### config.mk
export PLATFORM = sky130hd
export DESIGN_NAME = multi_width_crc_byte_engine
export DESIGN_NICKNAME = d
export VERILOG_FILES = /design/src/rtl/core/mwcrc_pkg.sv /design/src/rtl/core/mwcrc_byte_step.sv /design/src/rtl/core/multi_width_crc_byte_engine.sv
export SDC_FILE = /design/constraint.sdc
export NUM_CORES = 1
export LEC_CHECK = 0
export BUFFER_PORTS_ARGS = -buffer_cell sky130_fd_sc_hd__buf_4
export CORE_ASPECT_RATIO = 1.2
export CORE_MARGIN = 3
export CORE_UTILIZATION = 50
export CTS_CLUSTER_SIZE = 20
export DETAILED_ROUTE_END_ITERATION = 7
export PLACE_DENSITY = 0.69
export SYNTH_ARGS = -nofsm -noshare
export SYNTH_HDL_FRONTEND = slang
export SYNTH_SLANG_ARGS = --single-unit
### constraint.sdc
create_clock -name clk -period 15.2 [get_ports clk]
set_input_delay 3.04 -clock clk [delete_from_list [all_inputs] [get_ports clk]]
set_output_delay 3.04 -clock clk [all_outputs]
set_load 0.02 [all_outputs]
### src/rtl/core/mwcrc_pkg.sv
`timescale 1ns / 1ps

package mwcrc_pkg;

  typedef enum logic [1:0] {
    CRC_W8  = 2'd0,
    CRC_W10 = 2'd1,
    CRC_W16 = 2'd2,
    CRC_W32 = 2'd3
  } crc_sel_t;

  localparam logic [31:0] POLY_W8  = 32'h0000_0007;
  localparam logic [31:0] POLY_W10 = 32'h0000_0233;
  localparam logic [31:0] POLY_W16 = 32'h0000_1021;
  localparam logic [31:0] POLY_W32 = 32'h04C1_1DB7;

  function automatic logic [31:0] sel_mask(crc_sel_t sel);
    logic [31:0] m;
    case (sel)
      CRC_W8:  m = 32'h0000_00FF;
      CRC_W10: m = 32'h0000_03FF;
      CRC_W16: m = 32'h0000_FFFF;
      CRC_W32: m = 32'hFFFF_FFFF;
      default: m = 32'h0000_00FF;
    endcase
    return m;
  endfunction

  function automatic logic [31:0] sel_poly(crc_sel_t sel);
    logic [31:0] p;
    case (sel)
      CRC_W8:  p = POLY_W8;
      CRC_W10: p = POLY_W10;
      CRC_W16: p = POLY_W16;
      CRC_W32: p = POLY_W32;
      default: p = POLY_W8;
    endcase
    return p;
  endfunction

  function automatic logic [31:0] sel_top(crc_sel_t sel);
    logic [31:0] t;
    case (sel)
      CRC_W8:  t = 32'h0000_0080;
      CRC_W10: t = 32'h0000_0200;
      CRC_W16: t = 32'h0000_8000;
      CRC_W32: t = 32'h8000_0000;
      default: t = 32'h0000_0080;
    endcase
    return t;
  endfunction

  // left shift that puts the byte at the top of the selected width
  function automatic logic [4:0] sel_byte_shift(crc_sel_t sel);
    logic [4:0] s;
    case (sel)
      CRC_W8:  s = 5'd0;
      CRC_W10: s = 5'd2;
      CRC_W16: s = 5'd8;
      CRC_W32: s = 5'd24;
      default: s = 5'd0;
    endcase
    return s;
  endfunction

endpackage

### src/rtl/core/mwcrc_byte_step.sv
`timescale 1ns / 1ps

module mwcrc_byte_step (
  input  mwcrc_pkg::crc_sel_t sel,
  input  logic [31:0]         crc_in,
  input  logic [7:0]          data_byte,
  output logic [31:0]         crc_out
);

  logic [31:0] mask;
  logic [31:0] poly;
  logic [31:0] top;

  assign mask = mwcrc_pkg::sel_mask(sel);
  assign poly = mwcrc_pkg::sel_poly(sel);
  assign top  = mwcrc_pkg::sel_top(sel);

  // eight MSB-first polynomial steps, unrolled
  always_comb begin
    logic [31:0] c;
    c = crc_in & mask;
    c = c ^ ({24'd0, data_byte} << mwcrc_pkg::sel_byte_shift(sel));
    for (int i = 0; i < 8; i++) begin
      if ((c & top) != 32'd0) begin
        c = ((c << 1) ^ poly) & mask;
      end else begin
        c = (c << 1) & mask;
      end
    end
    crc_out = c;
  end

endmodule

### src/rtl/core/multi_width_crc_byte_engine.sv
`timescale 1ns / 1ps

// MSB-first, non-reflected CRC over a byte stream, width selected by
// cfg_wr_data: 0 = CRC-8 (0x07), 1 = CRC-10 (0x233), 2 = CRC-16 (0x1021),
// 3 = CRC-32 (0x04C11DB7); zero init, no final XOR. Each input transaction
// returns one output transaction with the running CRC, zero above the
// selected width; in_start_of_message restarts from zero. Each byte passes
// through the input register, then the unrolled byte step into the CRC/result
// register, and one byte is taken per cycle while out_stall is low.
// Change the width only while no transaction is in flight.
module multi_width_crc_byte_engine (
  input  logic        clk,
  input  logic        rst_n,
  input  logic        cfg_wr_en,
  input  logic [1:0]  cfg_wr_data,
  input  logic        in_valid,
  output logic        in_stall,
  input  logic [7:0]  in_data_byte,
  input  logic        in_start_of_message,
  output logic        out_valid,
  input  logic        out_stall,
  output logic [31:0] out_crc_value
);

  mwcrc_pkg::crc_sel_t width_sel_r;
  logic                a_vld_r, a_vld_nxt;
  logic [7:0]          a_byte_r;
  logic                a_start_r;
  logic                out_vld_r, out_vld_nxt;
  logic [31:0]         crc_r, crc_nxt;
  logic [31:0]         step_out;
  logic                a_adv;
  logic                in_acc;

  assign a_adv    = a_vld_r && (!out_vld_r || !out_stall);
  assign in_stall = a_vld_r && !a_adv;
  assign in_acc   = in_valid && !in_stall;

  mwcrc_byte_step u_step (
    .sel       (width_sel_r),
    .crc_in    (a_start_r ? 32'd0 : crc_r),
    .data_byte (a_byte_r),
    .crc_out   (step_out)
  );

  always_comb begin
    a_vld_nxt = a_vld_r;
    if (in_acc) begin
      a_vld_nxt = 1'b1;
    end else if (a_adv) begin
      a_vld_nxt = 1'b0;
    end
    out_vld_nxt = out_vld_r;
    if (a_adv) begin
      out_vld_nxt = 1'b1;
    end else if (out_vld_r && !out_stall) begin
      out_vld_nxt = 1'b0;
    end
    crc_nxt = a_adv ? step_out : crc_r;
  end

  always_ff @(posedge clk) begin
    if (!rst_n) begin
      width_sel_r <= mwcrc_pkg::CRC_W8;
      a_vld_r     <= 1'b0;
      out_vld_r   <= 1'b0;
      crc_r       <= 32'd0;
    end else begin
      if (cfg_wr_en) begin
        width_sel_r <= mwcrc_pkg::crc_sel_t'(cfg_wr_data);
      end
      a_vld_r   <= a_vld_nxt;
      out_vld_r <= out_vld_nxt;
      crc_r     <= crc_nxt;
    end
  end

  always_ff @(posedge clk) begin
    if (in_acc) begin
      a_byte_r  <= in_data_byte;
      a_start_r <= in_start_of_message;
    end
  end

  assign out_valid     = out_vld_r;
  assign out_crc_value = crc_r;

`ifndef SYNTH
  a_masked: assert property (@(posedge clk) disable iff (!rst_n)
    out_vld_r |-> ((crc_r & ~mwcrc_pkg::sel_mask(width_sel_r)) == 32'd0))
    else $error("crc has bits above selected width");

  a_stall_empty: assert property (@(posedge clk) disable iff (!rst_n)
    !a_vld_r |-> !in_stall)
    else $error("input stalled with empty input register");

  a_adv_result: assert property (@(posedge clk) disable iff (!rst_n)
    a_adv |=> (out_vld_r && crc_r == $past(step_out)))
    else $error("advanced transaction did not reach result register");

  a_crc_hold: assert property (@(posedge clk) disable iff (!rst_n)
    (!a_adv && !$past(!rst_n)) |=> $stable(crc_r))
    else $error("crc changed without a transaction");
`endif

endmodule

# After elaboration in Yosys (flattened, before gate mapping)
# Index checks and enable logic that the tools add are counted.
# totals
reg_bits	45
latchBits	0
ram_bits	0
rom_bits	0
inputBits	16
output_inout_bits	34
elab_cells	81
memories	0
# classes
add_sub_neg	0
mul	0
div_mod_pow	0
order_cmp	0
n_eq_ne	3
n_shift	1
muxes	17
bitwise_logic	34
n_reduce_logical	20
# op_table
cell	n
$and 32x32->32	25
$pmux 32 s4	3
$mux 32	9
$xor 32x32->32	9
$reduce_bool 32->1	8
$shl 8x5->32	1
$pmux 5 s4	1
$eq 2x2->1 const B	2
$logic_and 1x1->1	4
$logic_not 1->1	4
$mux 1	4
$reduce_bool 2->1	2
$eq 2x1->1 const B	1
$logic_not 2->1	1
$logic_or 1x1->1	1

# Depth between registers and ports, before layout
# depth
depth_word	28
mapped_depth	24
ltp_nobuf	20

# Modules after synthesis
# A second synthesis with hierarchy kept.
# hier_totals
hier_cells	739
area_unflattened_um2	5641.7
# by_module_without_submodules
mod	instances	cells_per_inst	area_per_inst_um2	seq_area_each_um2
mwcrc_byte_step	1	542	3706.1	0.0
multi_width_crc_byte_engine	1	197	1935.6	991.0

# Worst setup path before layout
# Ideal clock, no wire load.
# synth_path
kind	input-to-output
from	input port out_stall
to	output port in_stall
arrival_time_ps	3326
t_required_ps	12160
slack_ps	8834
cell_stages	1
path_buffers	0
cell_sequence	and3_1
# synth_via
elab_chain_len	5
# synth_lines
element	line_no	rtl
start, declared	multi_width_crc_byte_engine.sv:21	input logic out_stall,
$logic_not 1->1	multi_width_crc_byte_engine.sv:35	assign a_adv = a_vld_r && (!out_vld_r || !out_stall);
$logic_or 1x1->1	multi_width_crc_byte_engine.sv:35	
$logic_and 1x1->1	multi_width_crc_byte_engine.sv:35	
$logic_not 1->1	multi_width_crc_byte_engine.sv:36	assign in_stall = a_vld_r && !a_adv;
$logic_and 1x1->1	multi_width_crc_byte_engine.sv:36	
end, declared	multi_width_crc_byte_engine.sv:17	output logic in_stall,
# No other way between the ends.

# Final worst setup path
# layout_path
from	register width_sel_r[0]
to	register crc_r[8], in the netlist out_crc_value[8]
# layout_via
elab_chain_len	28
elab_cells_between_ends	59
classes_between	3 x eq/ne; 1 x shift; 12 x mux; 34 x bitwise; 9 x reduce/logical
# layout_lines
element	line_no	rtl
start, declared	multi_width_crc_byte_engine.sv:25	mwcrc_pkg::crc_sel_t width_sel_r;
start signal, assigned	multi_width_crc_byte_engine.sv:64	width_sel_r <= mwcrc_pkg::CRC_W8;
start signal, assigned	multi_width_crc_byte_engine.sv:70	width_sel_r <= mwcrc_pkg::crc_sel_t'(cfg_wr_data);
$eq 2x2->1 (tied with other cells)	--	
$pmux 5 s4 / $pmux 32 s4 (equally long branches)	mwcrc_pkg.sv:56, mwcrc_pkg.sv:19	
$shl 8x5->32 / $and 32x32->32 (equally long branches)	mwcrc_byte_step.sv:22, mwcrc_byte_step.sv:21	
$xor 32x32->32	mwcrc_byte_step.sv:22	c = c ^ ({24'd0, data_byte} << mwcrc_pkg::sel_byte_shift(sel));
$and 32x32->32 / $xor 32x32->32 (equally long branches)	mwcrc_byte_step.sv:24, mwcrc_byte_step.sv:25	
$reduce_bool 32->1 / $and 32x32->32 (equally long branches)	mwcrc_byte_step.sv:24, mwcrc_byte_step.sv:25	
$mux 32	mwcrc_byte_step.sv:24	if ((c & top) != 32'd0) begin
$and 32x32->32 / $xor 32x32->32 (equally long branches)	mwcrc_byte_step.sv:24, mwcrc_byte_step.sv:25	
[... 12 more ...]	--	
$reduce_bool 32->1 / $and 32x32->32 (equally long branches)	mwcrc_byte_step.sv:24, mwcrc_byte_step.sv:25	
$mux 32	mwcrc_byte_step.sv:24	
$and 32x32->32 / $xor 32x32->32 (equally long branches)	mwcrc_byte_step.sv:24, mwcrc_byte_step.sv:25	
$reduce_bool 32->1 / $and 32x32->32 (equally long branches)	mwcrc_byte_step.sv:24, mwcrc_byte_step.sv:25	
$mux 32	mwcrc_byte_step.sv:24	
$and 32x32->32 / $xor 32x32->32 (equally long branches)	mwcrc_byte_step.sv:24, mwcrc_byte_step.sv:25	
$reduce_bool 32->1 / $and 32x32->32 (equally long branches)	mwcrc_byte_step.sv:24, mwcrc_byte_step.sv:25	
$mux 32 (*)	mwcrc_byte_step.sv:24	
end signal, assigned	multi_width_crc_byte_engine.sv:74	crc_r <= crc_nxt;
end, declared	multi_width_crc_byte_engine.sv:30	logic [31:0] crc_r, crc_nxt;
# Every way passes the cells marked *; elsewhere a longest branch is shown, timed or not. The select of a mux whose other input is x is not followed.
# A chain may end at the register's enable or synchronous reset.

==> flow_summary.json <==
{
  "postRouteAntennaNets": 0,
  "ff_latch_area_um2": 991,
  "timing.rr.start": "width_sel_r[0]",
  "status": "completed",
  "drv_cap": 0,
  "cts_sinks": 45,
  "die_area_um2": 11300,
  "crit_path_end_kind": "register",
  "dieWidth_um": 97.8,
  "finalPower_mw": 0.605,
  "p_per_area_nw_per_um2": 110,
  "slew_viol_final": 0,
  "cts_hold_buffers": 0,
  "hold_viol": 0,
  "tightest_slew_ns": 1.15,
  "post-dp-hpwl_um": 12700,
  "synthCells": 667,
  "synth_flop_cell": "dfxtp_1",
  "synth_area_per_cell_um2": 7.57,
  "nFillCells": 953,
  "boundaryPins": 50,
  "fin_skew_ns": 0.00655,
  "antenna_found_initial": 0,
  "grt_max_degree": 58,
  "synth_edf_count": 9,
  "wl_um": 16900,
  "vias": 5068,
  "min_path_type": "register to register",
  "regToRegEndpoint": "out_crc_value[8]",
  "grt_first_pass_wirelength_um": 26400,
  "drt_iter0_drc": 499,
  "cts.repair.resized": 0,
  "slowest_stage": "o2111ai_1",
  "grtUsageTotal": 0.296,
  "yosysTopAreaCellShare": 0.177,
  "period_needed_ns": 7.77,
  "cts_htree_levels": 2,
  "layout-drive-gt1-share": 0.116,
  "multiInputGateArea_um2": 3770,
  "finalSetupTns_ns": 0,
  "fp.dieH_um": 116,
  "critical_path_arrival_ns": 7.96,
  "overflow": 0,
  "synth_area_leaders": "xnor2_1 18%, dfxtp_1 14%, nor2_1 7.4%",
  "drt_pass1_iterations": 5,
  "cts_buffer_depth": 2,
  "syn_area_um2": 5050,
  "grt_pass1_vias": 4807,
  "yosysTopAreaCell": "xnor2_1",
  "syn_to_final_growth_pct": 9.19,
  "cts.clk_slew.worst_paths_ns": 0.07,
  "cts_tree": "done",
  "synth_common_cells": "102 x xnor2_1, 99 x nor2_1, 59 x nand2_1, 36 x dfxtp_1, 25 x nand3_1",
  "coreArea_um2": 9660,
  "r2r_slack_ns": 7.43,
  "synth.net_count": 688,
  "place_congestion": 0.979,
  "fin_cells": 812,
  "r2r_cells": 20,
  "insertion_delay_ns": 0.30,
  "cpMostUsedCell": "inv_1",
  "p_leak_nw": 1.97,
  "viasPerCell": 6.24,
  "min_to": "out_crc_value[26]",
  "timing.fmax_mhz": 129,
  "cp_max_fo": 39,
  "setup.worst_path.start_class": "register",
  "yosysWarnings": 0,
  "rsz0062_at_grt": "no",
  "path_cells": "inv_1 -> ha_1 -> buf_4 -> inv_1 -> nand2_1 -> a21o_1 -> o211ai_1 -> nor2_2 -> a221o_1 -> o41ai_2 -> or3_1 -> o221ai_4 -> xnor2_2 -> a21oi_4 -> mux2i_1 -> xnor2_1 -> o2111ai_1 -> and2_1 -> xor3_1 -> a22o_1",
  "cts_made_buffers": 5,
  "ys_types": 79,
  "yosysMostFrequentCell": "xnor2_1",
  "num_antenna_cells": 0,
  "critical_path_class": "register to register",
  "ys_async_sr_fraction": 0,
  "synth-seq-cells": 45,
  "rows": 39,
  "cts-root-buf": "clkbuf_16",
  "cts_setup_buffers": 0,
  "setup_viol": 0,
  "wl_per_cell_um": 20.8,
  "post-route-period-util": 0.511,
  "ir_drop_v": 0.0000652,
  "min_from": "out_crc_value[26]",
  "hold_depth": 2,
  "dpl.cell_count": 804,
  "ys_seq_area_frac": 0.196,
  "start_util": 0.523,
  "worst_ep_required_time_ns": 15.39,
  "crit_path_max_incr_delay_ns": 0.92,
  "nets": 709,
  "portBuffers": 49,
  "slew_headroom": 0.234,
  "drc": 0
}
## layout make-up
type	instances	share of cell area
Timing Repair Buffer	57	0.0776
Sequential cell	45	0.180
Clock inverter	3	0.00386
Tap cell	123	0.0279
Clock buffer	5	0.0227
Inverter	8	0.00544
Multi-Input combinational cell	571	0.683
## worst max-delay path, delay by kind of cell (launching register included)
kind / cells / cell delay [ns]
AND/OR/NAND/NOR: 4 / 1.71
flip-flops: 1 / 0.41
AO/OA/AOI/OAI: 8 / 3.26
multiplexers: 1 / 0.28
buffers and inverters: 3 / 1.03
adder cells (fa/ha/maj): 1 / 0.20
XOR/XNOR: 3 / 0.73
## cells by family (layout without fill, tap and decap cells)
kind of cell,count (synthesis),after routing,share of synthesized area
flip-flops,45,45,0.196
adder cells (fa/ha/maj),5,5,0.0124
multiplexers,13,13,0.0263
XOR/XNOR,123,123,0.218
AND/OR/NAND/NOR,283,283,0.273
AO/OA/AOI/OAI,147,147,0.215
buffers and inverters,51,73,0.0587
## metal layers
layer / routed length (um) / global-route usage / part of all wire / vias up
li1: - / - / - / 2397
met1: 7150 / 0.381 / 0.42 / 2385
met4: 921 / 0.163 / 0.054 / 0
met3: 1270 / 0.0520 / 0.075 / 53
met2: 7590 / 0.476 / 0.45 / 233
met5: 0 / 0 / 0 / -
## registers in the layout (all words and copies together), names as in the netlist
register,flops
out_crc_value,32
a_byte_r,8
width_sel_r,2
a_start_r,1
a_vld_r,1
out_valid,1
## stage by stage
| step | instance area [um^2] | worst slack (ns) | hold WS [ns] | utilization |
|---|---|---|---|---|
| after floorplan | 5050 | 8.83 | 0.464 | - |
| after global placement | 5370 | 7.83 | 0.456 | 0.556 |
| after detailed placement | 5370 | 7.61 | 0.454 | 0.556 |
| after CTS | 5520 | 7.59 | 0.464 | 0.571 |
| after global routing | 5520 | 6.94 | 0.503 | 0.571 |
| final | 5520 | 7.43 | 0.464 | 0.571 |
## where the power goes
group	internal (mW)	switching, mW	total, mW
combinational	0.145	0.215	0.360
clock	0.0612	0.0486	0.110
sequential	0.128	0.00676	0.135
total	0.334	0.270	0.605
## cell usage in the layout (no fill, tap or decap), types with 9 or more instances in the layout
master	instances
a21o_1	10
nor2_1	99
o21ai_0	14
buf_4	57
o21ai_1	10
a21oi_1	22
mux2i_1	11
dfxtp_1	36
edfxtp_1	9
nand2_1	59
xnor2_1	102
nor3_1	11
a22oi_1	19
nor2b_1	20
and3_1	10
xor2_1	19
nand3_1	25
nand2b_1	17
## how the worst max path moves through the flow
stage	start	slack, ns	depth (start not counted)	endpoint
6_report	width_sel_r[0]	7.43	20	out_crc_value[8]
5_1_grt	width_sel_r[0]	6.94	21	out_crc_value[8]
4_1_cts	width_sel_r[0]	7.59	20	out_crc_value[8]
3_5_place_dp	width_sel_r[0]	7.61	20	out_crc_value[8]
3_3_place_gp	width_sel_r[0]	7.83	20	out_crc_value[8]
2_1_floorplan	out_stall	8.83	1	in_stall
Note: power is estimated with default switching activity, not from simulation.
